`config.mk`:
```
export PLATFORM = sky130hd
export DESIGN_NAME = adpe_sqrt
export DESIGN_NICKNAME = d
export VERILOG_FILES = /design/src/rtl/adpe_pkg.sv /design/src/rtl/adpe_sqrt.sv
export SDC_FILE = /design/constraint.sdc
export NUM_CORES = 1
export LEC_CHECK = 0
export ABC_AREA = 1
export BUFFER_PORTS_ARGS = -buffer_cell sky130_fd_sc_hd__buf_4
export CAP_MARGIN = 40
export CELL_PAD_IN_SITES_DETAIL_PLACEMENT = 1
export CELL_PAD_IN_SITES_GLOBAL_PLACEMENT = 2
export CORE_ASPECT_RATIO = 1.75
export CORE_MARGIN = 2
export CORE_UTILIZATION = 38
export CTS_BUF_LIST = sky130_fd_sc_hd__clkbuf_16
export CTS_CLUSTER_SIZE = 28
export DETAILED_ROUTE_END_ITERATION = 10
export GPL_TIMING_DRIVEN = 0
export HOLD_SLACK_MARGIN = 0.12
export PLACE_DENSITY_LB_ADDON = 0.1
export SYNTH_ARGS = -nofsm -noshare
export SYNTH_HDL_FRONTEND = slang
export SYNTH_SLANG_ARGS = --single-unit
```
`constraint.sdc`:
```
create_clock -name clk -period 7 [get_ports clk]
set_input_delay 1.75 -clock clk [delete_from_list [all_inputs] [get_ports clk]]
set_output_delay 1.75 -clock clk [all_outputs]
set_load 0.1 [all_outputs]
```
`src/rtl/adpe_pkg.sv`:
```
// Package: shared constants, bus types and fixed-point helpers for the density evaluator.
`timescale 1ns / 1ps
package adpe_pkg;

	localparam int FRAC_BITS = 14;
	localparam int ONE_I     = 1 << FRAC_BITS;
	localparam int COS_SH    = 30 - FRAC_BITS;
	localparam int VAL_W     = 24;

	localparam logic [30:0] Q30    = 31'h4000_0000;
	localparam logic [31:0] PI_Q30 = 32'd3373259426;

	// Horner divisors for the cosine series
	localparam int unsigned HORNER_N = 6;
	localparam int unsigned HORNER_DIV [HORNER_N] = '{132, 90, 56, 30, 12, 2};

	// square root: FRAC_BITS+1 result bits, three per stage
	localparam int SQ_ITER = FRAC_BITS + 1;
	localparam int SQ_PER  = 3;
	localparam int SQ_STG  = (SQ_ITER + SQ_PER - 1) / SQ_PER;

	typedef logic signed [VAL_W-1:0] val_t;

	localparam val_t DENS_MAX = val_t'(131071);
	localparam val_t DENS_MIN = -val_t'(131072);

	typedef enum logic [2:0] {
		REG_FL  = 3'd0,
		REG_S5  = 3'd1,
		REG_AT2 = 3'd2,
		REG_AS  = 3'd3,
		REG_A5S = 3'd4,
		REG_FS  = 3'd5
	} reg_idx_t;

	typedef struct packed {
		logic [14:0]        fl;
		logic signed [15:0] s5;
		logic [14:0]        at2;
		logic signed [15:0] as_c;
		logic signed [15:0] a5s;
		logic [14:0]        fs;
	} cfg_t;

	// one Horner step bus
	typedef struct packed {
		logic        vld;
		logic        neg;
		logic [31:0] u;
		logic [30:0] r;
	} hb_t;

	// delay line entry
	typedef struct packed {
		logic signed [15:0] cl;
		logic signed [15:0] ck;
	} dl_t;

	// aligned operands for the density arithmetic
	typedef struct packed {
		logic               vld;
		logic signed [15:0] cl;
		logic signed [15:0] ck;
		logic [14:0]        sl;
		logic [14:0]        sk;
		logic signed [15:0] cphi;
	} dens_in_t;

	// (a*b)/ONE, round half up
	function automatic val_t mulq(val_t a, val_t b);
		logic signed [2*VAL_W-1:0] p;
		p = a * b;
		p = p + ((2*VAL_W)'(1) <<< (FRAC_BITS - 1));
		return p[FRAC_BITS +: VAL_W];
	endfunction

endpackage

```
`src/rtl/adpe_sqrt.sv`:
```
// Sine from cosine: floor(sqrt(ONE^2 - c^2)), bit-serial root over pipeline stages.
`timescale 1ns / 1ps
module adpe_sqrt (
	input  logic               clk,
	input  logic               arst_n,
	input  logic               in_vld,
	input  logic signed [15:0] in_c,
	output logic               out_vld,
	output logic signed [15:0] out_c,
	output logic [14:0]        out_s
);
	import adpe_pkg::*;

	logic               vld_q [SQ_STG+1];
	logic signed [15:0] c_q   [SQ_STG+1];
	logic [30:0]        n_q   [SQ_STG+1];
	logic [30:0]        res_q [SQ_STG+1];

	logic [31:0] csq;

	assign csq = 32'(in_c) * 32'(in_c);

	always_ff @(posedge clk or negedge arst_n) begin
		if (!arst_n) begin
			vld_q[0] <= 1'b0;
		end else begin
			vld_q[0] <= in_vld;
		end
	end

	always_ff @(posedge clk) begin
		c_q[0]   <= in_c;
		n_q[0]   <= 31'((32'(1) << (2*FRAC_BITS)) - csq);
		res_q[0] <= '0;
	end

	for (genvar g = 0; g < SQ_STG; g++) begin : g_stg
		logic [30:0] n_v;
		logic [30:0] res_v;
		logic [30:0] bit_v;
		always_comb begin
			n_v   = n_q[g];
			res_v = res_q[g];
			bit_v = '0;
			for (int j = 0; j < SQ_PER; j++) begin
				if (g*SQ_PER + j < SQ_ITER) begin
					bit_v = 31'(1) << (2*(FRAC_BITS - (g*SQ_PER + j)));
					if (n_v >= res_v + bit_v) begin
						n_v   = n_v - (res_v + bit_v);
						res_v = (res_v >> 1) + bit_v;
					end else begin
						res_v = res_v >> 1;
					end
				end
			end
		end

		always_ff @(posedge clk or negedge arst_n) begin
			if (!arst_n) begin
				vld_q[g+1] <= 1'b0;
			end else begin
				vld_q[g+1] <= vld_q[g];
			end
		end

		always_ff @(posedge clk) begin
			c_q[g+1]   <= c_q[g];
			n_q[g+1]   <= n_v;
			res_q[g+1] <= res_v;
		end
	end

	assign out_vld = vld_q[SQ_STG];
	assign out_c   = c_q[SQ_STG];
	assign out_s   = res_q[SQ_STG][14:0];

endmodule

```
## Word level (Yosys, flattened, before mapping)

Memories as Yosys holds them, arrays and structs flattened.
Cells that the tools add are included.

- Add/subtract/negate cells: 46
- $mul: 1
- Magnitude comparators: 15
- Mux-type cells: 30

Operator list:

| cell | number |
|---|---|
| $mux 31 | 30 |
| $ge 31x31->1 | 15 |
| $sub 31x31->31 | 15 |
| $add 30x1->31 const B | 1 |
| $add 30x11->31 const B | 1 |
| $add 30x13->31 const B | 1 |
| $add 30x15->31 const B | 1 |
| $add 30x17->31 const B | 1 |
| $add 30x19->31 const B | 1 |
| $add 30x21->31 const B | 1 |
| $add 30x23->31 const B | 1 |
| $add 30x25->31 const B | 1 |
| $add 30x27->31 const B | 1 |
| $add 30x29->31 const B | 1 |
| $add 30x3->31 const B | 1 |
| $add 30x5->31 const B | 1 |
| $add 30x7->31 const B | 1 |
| $add 30x9->31 const B | 1 |
| $add 31x1->31 const B | 1 |
| $add 31x11->31 const B | 1 |
| $add 31x13->31 const B | 1 |
| $add 31x15->31 const B | 1 |
| $add 31x17->31 const B | 1 |
| $add 31x19->31 const B | 1 |
| other kinds (11) | 11 |

- Bits in registers: 6
- Memory bits (writable): 468
- Bits of input ports: 19
- Output and inout bits: 32
- Logic and storage cells: 101
- Memories: 3

Memory list:

| memory | depth | bits a word | rd ports | clocked after memory_dff | write ports | line | RTL |
|---|---|---|---|---|---|---|---|
| n_q | 6 | 31 | 5 | 0 | 6 | adpe_sqrt.sv:16 | `logic [30:0] n_q [SQ_STG+1];` |
| res_q | 6 | 31 | 6 | 0 | 6 | adpe_sqrt.sv:17 | `logic [30:0] res_q [SQ_STG+1];` |
| c_q | 6 | 16 | 6 | 0 | 6 | adpe_sqrt.sv:15 | `logic signed [15:0] c_q [SQ_STG+1];` |

## Logic depth before layout (Yosys ltp)

An unclocked memory read counts as a cell.

- Word-level depth: 10
- Depth in mapped cells: 43
- Mapped depth without buffers: 38

## Least setup slack after synthesis

Ideal clock, no wire load.

- Path type: input to register
- From: in in_c[15]
- To: mem n_q[0][30]
- Library setup time: 0.122 ns
- Arrival time: 7.053 ns
- Path slack: -0.175 ns
- Stages: 24
- Buffers on the path: 2
- Cell sequence: clkbuf_1 -> clkbuf_1 -> nand2_1 -> inv_1 -> fa_1 -> inv_1 -> fa_1 -> inv_1 -> fa_1 -> inv_1 -> fa_1 -> inv_1 -> fa_1 -> inv_1 -> fa_1 -> ha_1 -> nand2_1 -> nor2_1 -> nand2_1 -> o21ai_0 -> a21oi_1 -> nor2_1 -> nor2_1 -> xor2_1

RTL lines:

| item | line | RTL |
|---|---|---|
| start, declared | adpe_sqrt.sv:7 | `input logic signed [15:0] in_c,` |
| end, declared | adpe_sqrt.sv:16 |  |

==> flow_summary.ini <==
[global_route]
antenna_found_initial = 0
first_global_vias = 27000
track_usage = 0.257
grt_pass1_wl_mm = 145
grt_max_degree = 18
overflow = 0

[logic_synthesis]
synth_nets = 4196
synthCells = 3703
ys.warnings.count = 0
ys_seq_area_frac = 0.217
post-synth-top-area-cell = dfxtp_1
ys_seq_elements = 292
synthTopCellsByArea = dfxtp_1 21%, fa_1 18%, nand2_1 13%
ys.flop_type = dfxtp_1
yosysTopAreaCellShare = 0.211
synth_edf_count = 0
syn_area_um2 = 27100
synth_cell_type_count = 55
synth.avg_cell_area_um2 = 7.32
ys_async_sr_fraction = 0.0205

[setup_path]
crit_path_end_kind = flop
rr_worst_depth = 35
start_kind = input port
crit_required_ns = 7.46
worst_path_most_repeated_cell = fa_1
cp_slowest_cell = fa_1
slowest_delay_ns = 0.57
cp.arrival_ns = 7.21
path_class = input port to flop
crit_chain = buf_4 > buf_4 > nand2_1 > inv_1 > fa_2 > buf_4 > fa_1 > inv_1 > fa_1 > fa_1 > inv_1 > fa_1 > inv_1 > fa_1 > ha_4 > nand2_1 > nor2_1 > nand2_1 > o21ai_4 > a21oi_2 > nor2_1 > nor2_2 > xor2_2
cp_max_fo = 10

[route]
first_pass_iters = 5
wl_mm = 91.7
via_per_inst = 5.04
wl_per_cell_um = 19.4
dr.first_iter.drc_count = 801
detail-route-antenna-nets = 0
drc = 0
dr_total_vias = 23800

[sta]
finalCritPeriodShare = 0.964
max_freq_ghz = 0.148
worst_pin_slew_ns = 0.827
drv_slew = 0
whs_ns = 0.312
grt_setup_unrepaired = yes
hold_viol = 0
min_period_ns = 6.75
fin_worst_skew_ns = 0.0325
setup-violations-final = 0
setup-tns-final_ns = 0
slew_headroom = 0.448

[layout]
drive_gt1_frac = 0.0875
num-fill-cells = 8920
areaGrowthSynthToFinish_pct = 11.5
utilization = 0.427
final_nets = 4277
n_antenna_cell = 0

[floorplanning]
initial_core_util = 0.383
die_h_um = 357
ioPinCount = 51
core_area_um2 = 70700
rows = 129
die_area_um2 = 73500
die_w_um = 206

[clock_network]
cts_tree = yes
cts.sinks = 292
insertion_delay_ns = 0.61
cts-buffers-inserted = 29
clk_pin_slew_ns = 0.08
clockBufferDepth = 3
root_buffer = clkbuf_16
htree_levels = 1

[placed_design]
port_buffers = 50
gp_congestion = 0.922
hpwl_mm = 80.5

[status]
status = finished clean

[hold_path]
hold_depth = 0
worstHoldPathType = flop to flop

[flow_run]
max_cap_viol_count = 0
-- critical path, delay by kind of cell --
kind / cells / cell delay (ns)
fa+ha+maj: 7 / 3.48
buf+inv: 7 / 0.87
simple gates: 6 / 0.66
compound gates: 2 / 0.27
xor+xnor: 1 / 0.16
-- layout make-up --
cell class	count	area, um2	share of cell area
inverters	701	2640	0.0875
multi-input cells	2651	18700	0.620
clock inverters	24	221	0.00733
plain buffers	43	372	0.0123
flip-flops and latches	292	5880	0.195
repair buffers	66	508	0.0168
well taps	917	1150	0.0380
clock buffers	29	726	0.0240
-- routing by layer --
metal	share of wire	track usage
met5	0	0
met4	0.050	0.114
met3	0.013	0.0141
met2	0.60	0.558
met1	0.33	0.232
-- synth_stat cells (9+ instances only) --
| master | number |
|---|---|
| nor2_1 | 310 |
| nand2_2 | 16 |
| nand2_1 | 913 |
| xor2_1 | 89 |
| nand3b_1 | 16 |
| nor2_2 | 14 |
| clkbuf_1 | 42 |
| a21oi_1 | 143 |
| xnor2_1 | 63 |
| nor3_1 | 36 |
| nand4_1 | 58 |
| nand3_1 | 225 |
| or2_2 | 13 |
| dfxtp_1 | 286 |
| o211ai_1 | 9 |
| nand3_2 | 11 |
| o21bai_1 | 9 |
| ha_1 | 233 |
| nor4_1 | 11 |
| o21ai_1 | 11 |
| a21o_1 | 10 |
| nor2_4 | 9 |
| inv_1 | 692 |
| fa_1 | 241 |
| o21ai_0 | 144 |
-- through the flow --
step	area (um2)	std cells	setup WS, ns
floorplan	27100	3703	0.000858
global route	30200	4723	-0.0191
CTS	29800	4717	0.0180
global placement	28600	4670	-1.27
finish	30200	4723	0.254
detailed placement	28700	4671	-1.45
-- cells in the final DEF (no fill, tap or decap), types with 9 or more instances in the layout --
cell type,instances
nand2_1,899
inv_1,689
nor2_1,303
dfxtp_1,284
fa_1,237
nand3_1,225
ha_1,209
o21ai_0,136
a21oi_1,124
xor2_1,88
buf_4,74
xnor2_1,63
nand4_1,58
nor3_1,36
clkbuf_16,29
nand2_2,26
a21oi_2,21
nor2_2,19
nand3b_1,16
o21ai_1,15
or2_2,13
ha_4,13
nor2_4,11
nand3_2,11
ha_2,11
inv_2,10
nor4_1,10
a21o_1,10
nand2_4,9
o21bai_1,9
o211ai_1,9
-- cell families after synthesis --
| family | Yosys count | synth area share |
|---|---|---|
| simple gates | 1656 | 0.264 |
| buf+inv | 760 | 0.109 |
| fa+ha+maj | 474 | 0.286 |
| compound gates | 369 | 0.0755 |
| flops | 292 | 0.217 |
| xor+xnor | 152 | 0.0491 |
-- sequential cells by signal, indices dropped and copies added (netlist names) --
register,flops
c_q,92
n_q,149
out_vld,1
res_q,45
vld_q,5
-- timing repair --
item                                    CTS  global route
setup buffers                             4            11
hold buffers                              0             0
endpoints found under the hold margin     0             0
resized for setup                        51           117
endpoints found under the setup margin   57            55
pin swaps                                 3            23
-- worst paths after layout --
kind | slack, ns | startpoint | endpoint
max in group asynchronous | 5.93 | arst_n | vld_q[2]
hold reg to reg | 0.31 | c_q[3][1] | c_q[4][1]
min in group asynchronous | 0.96 | arst_n | vld_q[1]
setup reg to reg | 0.44 | res_q[3][18] | n_q[4][12]
setup / recovery | 0.25 | in_c[15] | n_q[0][30]
hold / removal | 0.31 | c_q[3][1] | c_q[4][1]
Power is not shown: default switching activity piles up to over one toggle a cycle in this logic, so the estimate is an artifact.
